**src/rtl/iir_lowpass_order6_assert.svh**
```systemverilog
// Assertion macros for the sixth-order low-pass filter.
// Used by iir_lowpass_order6.sv; the macros expand to nothing when SYNTHESIS is set.
`ifndef IIR_LOWPASS_ORDER6_ASSERT_SVH
`define IIR_LOWPASS_ORDER6_ASSERT_SVH
`ifndef SYNTHESIS
// same-cycle implication, checked outside reset
`define IIR6_ASSERT_SAME(label, ante, cons) \
  label: assert property (@(posedge clk) disable iff (!rst_n) (ante) |-> (cons)) \
    else $error("iir6 same-cycle check failed");
// next-cycle implication, checked outside reset
`define IIR6_ASSERT_NEXT(label, ante, cons) \
  label: assert property (@(posedge clk) disable iff (!rst_n) (ante) |=> (cons)) \
    else $error("iir6 next-cycle check failed");
`else
`define IIR6_ASSERT_SAME(label, ante, cons)
`define IIR6_ASSERT_NEXT(label, ante, cons)
`endif
`endif

```
**src/rtl/iir6_pkg.sv**
```systemverilog
// Shared constants, types and coefficient table of the sixth-order low-pass filter.
// No dependencies; imported by the controller, the datapath and the top level.
`default_nettype none
package iir6_pkg;

  localparam int FILTER_ORDER    = 6;
  localparam int COEFF_FRAC_BITS = 35;
  localparam int HIST_FRAC_BITS  = 24;

  // data widths
  localparam int SAMPLE_W = 16;
  localparam int HIST_W   = 48;
  localparam int COEF_W   = COEFF_FRAC_BITS + 5;      // sign + 4 integer bits
  localparam int Y_SPLIT  = HIST_W / 2;               // history word is multiplied in halves
  localparam int OPB_W    = Y_SPLIT + 1;
  localparam int PROD_W   = COEF_W + OPB_W;
  localparam int ACC_W    = PROD_W + Y_SPLIT + 3;     // head room for thirteen terms
  localparam int YW_W     = ACC_W - COEFF_FRAC_BITS;  // rounded sum before saturation
  localparam int Q_W      = HIST_W + 1 - HIST_FRAC_BITS;
  localparam int HIDX_W   = $clog2(FILTER_ORDER);

  // step sequence: b0..b6 first, then a1..a6 as low half and high half of y
  localparam int B_STEPS   = FILTER_ORDER + 1;
  localparam int NUM_STEPS = B_STEPS + 2 * FILTER_ORDER;
  localparam int STEP_W    = $clog2(NUM_STEPS);

  typedef logic signed [SAMPLE_W-1:0] sample_t;
  typedef logic signed [HIST_W-1:0]   hist_t;
  typedef logic signed [COEF_W-1:0]   coef_t;
  typedef logic [STEP_W-1:0]          step_t;

  localparam step_t STEP_FIRST = '0;
  localparam step_t STEP_LAST  = STEP_W'(NUM_STEPS - 1);
  localparam step_t STEP_A0    = STEP_W'(B_STEPS);

  localparam hist_t HIST_MAX = {1'b0, {(HIST_W-1){1'b1}}};
  localparam hist_t HIST_MIN = {1'b1, {(HIST_W-1){1'b0}}};
  localparam sample_t SAMPLE_MAX = {1'b0, {(SAMPLE_W-1){1'b1}}};
  localparam sample_t SAMPLE_MIN = {1'b1, {(SAMPLE_W-1){1'b0}}};

  typedef enum logic [2:0] {
    ST_IDLE,
    ST_MAC,
    ST_DRAIN,
    ST_ROUND,
    ST_OUT
  } state_t;

  // how a product is aligned before it enters the accumulator
  typedef enum logic [1:0] {
    SH_NONE,
    SH_HIST,
    SH_SPLIT
  } shift_t;

  typedef struct packed {
    logic  start;   // latch sample, clear accumulator
    logic  issue;   // multiply for the current step
    step_t step;
    logic  round;   // round and saturate the sum
    logic  commit;  // update histories, load output register
  } cmd_t;

  typedef struct packed {
    logic out_free;
  } sts_t;

  // decimal coefficients scaled by 10^18
  localparam logic [63:0] DEC_SCALE = 64'd1000000000000000000;

  // decimal magnitude to fixed point, rounded to nearest (elaboration only)
  function automatic coef_t to_fixed(input logic [63:0] mag, input logic neg);
    logic [63:0] q;
    logic [63:0] r;
    q = mag / DEC_SCALE;
    r = mag % DEC_SCALE;
    for (int i = 0; i < COEFF_FRAC_BITS; i++) begin
      r = r << 1;
      q = q << 1;
      if (r >= DEC_SCALE) begin
        q = q | 64'd1;
        r = r - DEC_SCALE;
      end
    end
    r = r << 1;
    if (r >= DEC_SCALE) q = q + 64'd1;
    if (neg) q = 64'd0 - q;
    return q[COEF_W-1:0];
  endfunction

  localparam coef_t COEF_A1 = to_fixed(64'd4652613391863910000, 1'b1);
  localparam coef_t COEF_A2 = to_fixed(64'd9141129478746480000, 1'b0);
  localparam coef_t COEF_A3 = to_fixed(64'd9688720723376300000, 1'b1);
  localparam coef_t COEF_A4 = to_fixed(64'd5834464028965880000, 1'b0);
  localparam coef_t COEF_A5 = to_fixed(64'd1890599598988710000, 1'b1);
  localparam coef_t COEF_A6 = to_fixed(64'd257315928152397000, 1'b0);
  localparam coef_t COEF_B0 = to_fixed(64'd15245650559915, 1'b0);
  localparam coef_t COEF_B1 = to_fixed(64'd91473903359488, 1'b0);
  localparam coef_t COEF_B2 = to_fixed(64'd228684758398720, 1'b0);
  localparam coef_t COEF_B3 = to_fixed(64'd304913011198293, 1'b0);

  // coefficient used at each step of the sequence
  function automatic coef_t coef_of(input step_t s);
    coef_t c;
    c = '0;
    case (s)
      5'd0, 5'd6:   c = COEF_B0;
      5'd1, 5'd5:   c = COEF_B1;
      5'd2, 5'd4:   c = COEF_B2;
      5'd3:         c = COEF_B3;
      5'd7, 5'd8:   c = COEF_A1;
      5'd9, 5'd10:  c = COEF_A2;
      5'd11, 5'd12: c = COEF_A3;
      5'd13, 5'd14: c = COEF_A4;
      5'd15, 5'd16: c = COEF_A5;
      5'd17, 5'd18: c = COEF_A6;
      default:      c = '0;
    endcase
    return c;
  endfunction

endpackage
`default_nettype wire

```
**src/rtl/iir6_ctrl.sv**
```systemverilog
// Sequencer of the filter: steps the shared multiplier through the thirteen terms.
// Depends on iir6_pkg (state, command and status types).
`default_nettype none
module iir6_ctrl (
  input  wire logic          clk,
  input  wire logic          rst_n,
  input  wire logic          in_valid,
  output logic               in_stall,
  input  wire iir6_pkg::sts_t sts,
  output iir6_pkg::cmd_t     cmd
);
  import iir6_pkg::*;

  state_t state_r, state_nxt;
  step_t  step_r, step_nxt;

  // state and step counter
  always_ff @(posedge clk) begin
    if (!rst_n) begin
      state_r <= ST_IDLE;
      step_r  <= STEP_FIRST;
    end else begin
      state_r <= state_nxt;
      step_r  <= step_nxt;
    end
  end

  // next state
  always_comb begin
    state_nxt = state_r;
    step_nxt  = STEP_FIRST;
    unique case (state_r)
      ST_IDLE:  if (in_valid) state_nxt = ST_MAC;
      ST_MAC: begin
        if (step_r == STEP_LAST) begin
          state_nxt = ST_DRAIN;
        end else begin
          step_nxt = step_r + step_t'(1);
        end
      end
      ST_DRAIN: state_nxt = ST_ROUND;
      ST_ROUND: state_nxt = ST_OUT;
      ST_OUT:   if (sts.out_free) state_nxt = ST_IDLE;
      default:  state_nxt = ST_IDLE;
    endcase
  end

  // commands
  always_comb begin
    in_stall   = (state_r != ST_IDLE);
    cmd.start  = (state_r == ST_IDLE) && in_valid;
    cmd.issue  = (state_r == ST_MAC);
    cmd.step   = step_r;
    cmd.round  = (state_r == ST_ROUND);
    cmd.commit = (state_r == ST_OUT) && sts.out_free;
  end

endmodule
`default_nettype wire

```
**src/rtl/iir6_dp.sv**
```systemverilog
// Datapath of the filter: histories, shared multiplier, accumulator, rounding, output register.
// Depends on iir6_pkg (widths, coefficient table, command and status types).
`default_nettype none
module iir6_dp (
  input  wire logic              clk,
  input  wire logic              rst_n,
  input  wire iir6_pkg::sample_t in_sample_in,
  input  wire iir6_pkg::cmd_t    cmd,
  output iir6_pkg::sts_t         sts,
  output logic                   out_valid,
  input  wire logic              out_stall,
  output iir6_pkg::sample_t      out_sample_out,
  output logic                   out_clipped
);
  import iir6_pkg::*;

  sample_t x_in_r;
  sample_t xh_r [FILTER_ORDER];
  hist_t   yh_r [FILTER_ORDER];

  logic signed [PROD_W-1:0] prod_r, prod_nxt;
  shift_t                   prod_sh_r, prod_sh_nxt;
  logic                     prod_neg_r, prod_neg_nxt;
  logic                     prod_vld_r;
  logic signed [ACC_W-1:0]  acc_r, acc_nxt, term;

  hist_t y_r, y_nxt;
  logic  hclip_r, hclip_nxt;

  logic    out_valid_r;
  sample_t out_sample_r, out_sample_nxt;
  logic    out_clip_r, out_clip_nxt;

  // operand selection
  coef_t                   coef_op;
  logic signed [OPB_W-1:0] opb;
  logic [HIDX_W-1:0]       xidx, yidx;
  step_t                   a_off;

  always_comb begin
    coef_op      = coef_of(cmd.step);
    opb          = '0;
    xidx         = '0;
    yidx         = '0;
    a_off        = cmd.step - STEP_A0;
    prod_sh_nxt  = SH_NONE;
    prod_neg_nxt = 1'b0;
    if (cmd.step < STEP_A0) begin
      // feed-forward terms: current sample, then input history
      xidx        = HIDX_W'(cmd.step - step_t'(1));
      opb         = (cmd.step == STEP_FIRST) ? OPB_W'(x_in_r) : OPB_W'(xh_r[xidx]);
      prod_sh_nxt = SH_HIST;
    end else begin
      // feedback terms: low half unsigned, high half signed, subtracted
      yidx         = HIDX_W'(a_off >> 1);
      prod_neg_nxt = 1'b1;
      if (a_off[0]) begin
        opb         = OPB_W'($signed(yh_r[yidx][HIST_W-1:Y_SPLIT]));
        prod_sh_nxt = SH_SPLIT;
      end else begin
        opb = $signed({1'b0, yh_r[yidx][Y_SPLIT-1:0]});
      end
    end
    prod_nxt = PROD_W'(coef_op) * PROD_W'(opb);
  end

  // product register
  always_ff @(posedge clk) begin
    if (!rst_n) begin
      prod_vld_r <= 1'b0;
    end else begin
      prod_vld_r <= cmd.issue;
    end
  end

  always_ff @(posedge clk) begin
    if (cmd.issue) begin
      prod_r     <= prod_nxt;
      prod_sh_r  <= prod_sh_nxt;
      prod_neg_r <= prod_neg_nxt;
    end
  end

  // accumulate the registered product
  always_comb begin
    unique case (prod_sh_r)
      SH_NONE:  term = ACC_W'(prod_r);
      SH_HIST:  term = ACC_W'(prod_r) <<< HIST_FRAC_BITS;
      SH_SPLIT: term = ACC_W'(prod_r) <<< Y_SPLIT;
      default:  term = ACC_W'(prod_r);
    endcase
    acc_nxt = prod_neg_r ? (acc_r - term) : (acc_r + term);
  end

  always_ff @(posedge clk) begin
    if (cmd.start) begin
      acc_r  <= '0;
      x_in_r <= in_sample_in;
    end else if (prod_vld_r) begin
      acc_r <= acc_nxt;
    end
  end

  // round the sum to history precision and saturate to 48 bits
  localparam logic [ACC_W-1:0] ACC_HALF = ACC_W'(1) << (COEFF_FRAC_BITS - 1);
  logic signed [ACC_W-1:0] rsum;
  logic [YW_W-1:0]         ywide;
  logic [YW_W-HIST_W:0]    ytop;

  always_comb begin
    rsum      = acc_r + $signed(ACC_HALF);
    ywide     = rsum[ACC_W-1:COEFF_FRAC_BITS];
    ytop      = ywide[YW_W-1:HIST_W-1];
    hclip_nxt = !((&ytop) || !(|ytop));
    if (hclip_nxt) begin
      y_nxt = ywide[YW_W-1] ? HIST_MIN : HIST_MAX;
    end else begin
      y_nxt = ywide[HIST_W-1:0];
    end
  end

  always_ff @(posedge clk) begin
    if (cmd.round) begin
      y_r     <= y_nxt;
      hclip_r <= hclip_nxt;
    end
  end

  // output sample: round half up to integer, saturate to 16 bits
  localparam logic [HIST_W:0] Y_HALF = (HIST_W+1)'(1) << (HIST_FRAC_BITS - 1);
  logic [HIST_W:0]          yt;
  logic [Q_W-1:0]           qv;
  logic [Q_W-SAMPLE_W:0]    qtop;
  logic                     qclip;

  always_comb begin
    yt    = {y_r[HIST_W-1], y_r} + Y_HALF;
    qv    = yt[HIST_W:HIST_FRAC_BITS];
    qtop  = qv[Q_W-1:SAMPLE_W-1];
    qclip = !((&qtop) || !(|qtop));
    if (qclip) begin
      out_sample_nxt = qv[Q_W-1] ? SAMPLE_MIN : SAMPLE_MAX;
    end else begin
      out_sample_nxt = qv[SAMPLE_W-1:0];
    end
    out_clip_nxt = qclip || hclip_r;
  end

  // histories shift on commit, newest first
  always_ff @(posedge clk) begin
    if (!rst_n) begin
      for (int i = 0; i < FILTER_ORDER; i++) begin
        xh_r[i] <= '0;
        yh_r[i] <= '0;
      end
    end else if (cmd.commit) begin
      for (int i = FILTER_ORDER - 1; i > 0; i--) begin
        xh_r[i] <= xh_r[i-1];
        yh_r[i] <= yh_r[i-1];
      end
      xh_r[0] <= x_in_r;
      yh_r[0] <= y_r;
    end
  end

  // output register
  always_ff @(posedge clk) begin
    if (!rst_n) begin
      out_valid_r <= 1'b0;
    end else if (cmd.commit) begin
      out_valid_r <= 1'b1;
    end else if (!out_stall) begin
      out_valid_r <= 1'b0;
    end
  end

  always_ff @(posedge clk) begin
    if (cmd.commit) begin
      out_sample_r <= out_sample_nxt;
      out_clip_r   <= out_clip_nxt;
    end
  end

  assign sts.out_free    = !out_valid_r || !out_stall;
  assign out_valid       = out_valid_r;
  assign out_sample_out  = out_sample_r;
  assign out_clipped     = out_clip_r;

endmodule
`default_nettype wire

```
**src/rtl/iir_lowpass_order6.sv**
```systemverilog
// Sixth-order Butterworth low-pass filter, direct form I, fixed-point coefficients.
// Top level: joins iir6_ctrl and iir6_dp; depends on iir6_pkg and iir_lowpass_order6_assert.svh.
//
// Usage:
//   Input channel in_valid / in_stall carries one signed 16-bit sample per item.
//   Output channel out_valid / out_stall returns one filtered sample per item
//   plus a clipped flag (history or output saturation happened on this item).
//   An item moves on a rising edge with valid high and stall low.
// Timing:
//   One 40x25-bit multiplier is shared over 19 steps per item: seven
//   feed-forward products and six feedback products split into two halves each.
//   A new item is taken only while the block is idle, after the previous item
//   has been committed; each item runs that multiplier sequence, then the drain,
//   round and commit steps.
//   A finished item sits in the output register while the next item is taken
//   and computed; if the receiver still stalls when the next item is done, the
//   block holds in its commit step until the output register frees up.
// Reset:
//   Synchronous, active low. Both histories clear to zero, no item in flight.
`default_nettype none
module iir_lowpass_order6 (
  input  wire logic              clk,
  input  wire logic              rst_n,
  input  wire logic              in_valid,
  output logic                   in_stall,
  input  wire iir6_pkg::sample_t in_sample_in,
  output logic                   out_valid,
  input  wire logic              out_stall,
  output iir6_pkg::sample_t      out_sample_out,
  output logic                   out_clipped
);
  import iir6_pkg::*;

  cmd_t cmd;
  sts_t sts;

  // sequencer
  iir6_ctrl u_ctrl (
    .clk      (clk),
    .rst_n    (rst_n),
    .in_valid (in_valid),
    .in_stall (in_stall),
    .sts      (sts),
    .cmd      (cmd)
  );

  // arithmetic and storage
  iir6_dp u_dp (
    .clk            (clk),
    .rst_n          (rst_n),
    .in_sample_in   (in_sample_in),
    .cmd            (cmd),
    .sts            (sts),
    .out_valid      (out_valid),
    .out_stall      (out_stall),
    .out_sample_out (out_sample_out),
    .out_clipped    (out_clipped)
  );

  // checks
  `include "iir_lowpass_order6_assert.svh"

  `IIR6_ASSERT_NEXT(a_start_seq, in_valid && !in_stall, cmd.issue && (cmd.step == STEP_FIRST))
  `IIR6_ASSERT_SAME(a_commit_free, cmd.commit, sts.out_free)
  `IIR6_ASSERT_NEXT(a_commit_out, cmd.commit, out_valid)
  `IIR6_ASSERT_SAME(a_busy_stall, cmd.issue, in_stall)

endmodule
`default_nettype wire

```
**config.mk**
```make
export PLATFORM = sky130hd
export DESIGN_NAME = iir_lowpass_order6
export DESIGN_NICKNAME = d
export VERILOG_FILES = /design/src/rtl/iir6_pkg.sv /design/src/rtl/iir6_ctrl.sv /design/src/rtl/iir6_dp.sv /design/src/rtl/iir_lowpass_order6.sv
export VERILOG_INCLUDE_DIRS = /design/src /design/src/rtl
export SDC_FILE = /design/constraint.sdc
export NUM_CORES = 2
export LEC_CHECK = 0
export ABC_CLOCK_PERIOD_IN_PS = 11900
export BUFFER_PORTS_ARGS = -buffer_cell sky130_fd_sc_hd__buf_2
export CORE_MARGIN = 2
export CORE_UTILIZATION = 50
export CTS_BUF_LIST = sky130_fd_sc_hd__clkbuf_8
export CTS_CLUSTER_SIZE = 8
export DETAILED_ROUTE_END_ITERATION = 10
export PLACE_DENSITY = 0.68
export SKIP_CTS_REPAIR_TIMING = 1
export SLEW_MARGIN = 15
export SYNTH_ARGS = -nofsm -noshare
export SYNTH_HDL_FRONTEND = slang
export SYNTH_SLANG_ARGS = --single-unit
```
**constraint.sdc**
```tcl
create_clock -name clk -period 11.9 [get_ports clk]
set_clock_uncertainty 0.1 [all_clocks]
set_input_delay 0.595 -clock clk [delete_from_list [all_inputs] [get_ports clk]]
set_output_delay 0.595 -clock clk [all_outputs]
set_load 0.005 [all_outputs]
```
==> metrics.txt <==
WL/cell 21.4 um; CP endpoint kind flip-flop; clock slew at reported path FFs 0.06 ns; area share of the largest cell type after synthesis 0.278; top cells by area, synth fa_1, edfxtp_1, inv_1; Top cell by count, worst path fa_1; RSZ-0062 raised after global routing no; # clock sinks 673; DRT iter0 DRCs 4,760; GR Overflow Total 0; Fmax 90.7 MHz; H-Tree Depth 3; ANT nets after route 0; crit path launch type flip-flop; Req. time, crit path 12.34 ns; via count 53,400; chip width 384 um; nets@finish 8,510; most frequent cell after synthesis inv_1; global-route wire length before repair 314,000 um; Cell variety after synth 95; Hold WC Path Type input pin to flip-flop; Slew HR 0.164; final period utilization 0.926; Placeable Area 143,000 sq um; Synth area leader fa_1; GPL Wtd Cong 0.955; TritonCTS clock tree yes; I/O Pins 39; Max stage delay on crit path 0.76 ns; GRT Total Usage 0.271; share of cells above drive strength 1 0.0646; Die Y 384 um; Post-Syn Instances 7,373; Slowest cell on crit path a31oi_1; CTS Buffer Depth 3; Layout area overhead 6.07%; count of final max-slew check failures 0; Final Hold Viols 0; critical path type flip-flop to flip-flop; drt first pass iters 6; total negative slack 0 ns; number of port buffers 38; vias in the first global route 54,500; Syn Std Cell Area 72,300 sq um; Vias per Instance 5.81; DRC errors left 0; root buffer cell clkbuf_8; main flop type after synthesis edfxtp_1; status complete, no violations; largest family of logic cells by synthesized area adder cells; critical path arrival 11.46 ns; largest net degree at the start of global routing 295; YS warnings 0; clk_lat worst skew 0.83 ns; minimum clock period 11.02 ns; routed wire length 197,000 um; worst-margin pin slew 1.25 ns; register bit total from synthesis 673; mux contribution to synthesized area 0.0435; largest fanout on the critical path 28; antenna violations before repair 1; die area 148,000 sq um; CTS buffer count 111; row count 139; HPWL Detailed 151,000 um; Post-synth EDFFs 534; simple logic cell fraction of the synthesized area 0.168; post-synthesis compound-gate area fraction 0.0853; post-synthesis xor/xnor area fraction 0.0374; Synth async-reset ratio 0; Mean Syn Cell Area 9.80 sq um; list of most frequent post-synthesis cells inv_1, fa_1, nand2_1; Initial Util 0.504; Mapped Nets 8,673; Adder-Cell Fraction of Synth Area 0.326; sequential fraction of the synthesis area 0.260; # setup viols final 0; max-cap violation count 0
cells by family (layout without fill, tap and decap cells):
family | Yosys count | in the layout
and+or+nand+nor | 2416 | 2416
buffers and inverters | 1503 | 1421
adders and majority gates | 1280 | 1280
AOI/OAI and AO/OA | 969 | 969
DFF | 673 | 673
xor gates and xnor gates | 308 | 308
muxes | 224 | 224
other | 0 | 2
per-layer routing:
| layer | global-route usage | wire length (um) | part of all wire |
|---|---|---|---|
| met1 | 0.381 | 83700 | 0.43 |
| met2 | 0.433 | 92900 | 0.47 |
| met3 | 0.0328 | 12500 | 0.063 |
| met4 | 0.0985 | 7890 | 0.040 |
| met5 | 0 | 0 | 0 |
area by class of cell:
type                       count  area [sq um]
fill                       12800         66800
tap                         1903          2380
antenna                        2          5.00
clock buffer                 121          1670
inverter                    1069          4010
multi-input combinational   5197         48000
clock inverter                73           562
sequential                   673         18800
timing repair buffer         158          1210
worst max-delay path: cells and delay by family (launching register included):
family,cells,cell delay [ns]
adders and majority gates,9,4.40
AOI/OAI and AO/OA,11,3.46
buffers and inverters,6,1.18
and+or+nand+nor,4,0.86
DFF,1,0.38
muxes,1,0.29
layout by cell type, fill, tap and decap left out, types with 42 or more instances in the layout:
| cell | n |
|---|---|
| a21o_1 | 93 |
| dfxtp_1 | 137 |
| a21oi_1 | 301 |
| clkbuf_8 | 122 |
| nor2b_1 | 57 |
| nand3_1 | 98 |
| xor2_1 | 159 |
| ha_1 | 275 |
| nor2_1 | 368 |
| edfxtp_1 | 534 |
| xnor2_1 | 142 |
| mux4_2 | 72 |
| nor3_1 | 79 |
| mux2i_1 | 149 |
| buf_4 | 98 |
| o21ai_0 | 187 |
| nand4_1 | 63 |
| a21oi_2 | 42 |
| nand2_1 | 799 |
| and3_1 | 424 |
| a31oi_1 | 42 |
| fa_1 | 1004 |
| inv_1 | 1106 |
| and2_1 | 384 |
sequential cells by signal, summed over array words and instances, names as in the netlist, 3 cells and up:
signal and cells:
u_ctrl.state_r 3, u_ctrl.step_r 5, u_dp.acc_r 92, u_dp.coef_op 37, u_dp.out_sample_out 16, u_dp.prod_r 65, u_dp.x_in_r 16, u_dp.xh_r 96
u_dp.y_r 48, u_dp.yh_r 288
per-stage QoR:
| step | hold slack, ns | instance area, sq um | setup slack, ns | util | instances |
|---|---|---|---|---|---|
| 4_1_cts | -0.213 | 76500 | 0.865 | 0.533 | 9178 |
| 6_report | 0.0368 | 76700 | 0.876 | 0.534 | 9196 |
| 2_1_floorplan | 0.356 | 72300 | 0.556 | - | 7373 |
| 3_3_place_gp | 0.366 | 74300 | 0.919 | 0.518 | 8983 |
| 3_5_place_dp | 0.373 | 74300 | 0.935 | 0.518 | 8984 |
| 5_1_grt | 0.00754 | 76700 | 0.437 | 0.534 | 9195 |
path summary, 6_finish.rpt:
| path | slack, ns | end | startpoint | cells past startpoint |
|---|---|---|---|---|
| max | 0.88 | u_dp.prod_r[64] | u_ctrl.step_r[0] | 31 |
| min | 0.04 | u_dp.out_valid | out_stall | 3 |
| max reg2reg | 0.88 | u_dp.prod_r[64] | u_ctrl.step_r[0] | 31 |
| min reg2reg | 0.38 | u_dp.acc_r[0] | u_dp.acc_r[0] | 2 |
Power is not shown: default switching activity piles up to over one toggle a cycle in this logic, so the estimate is an artifact.
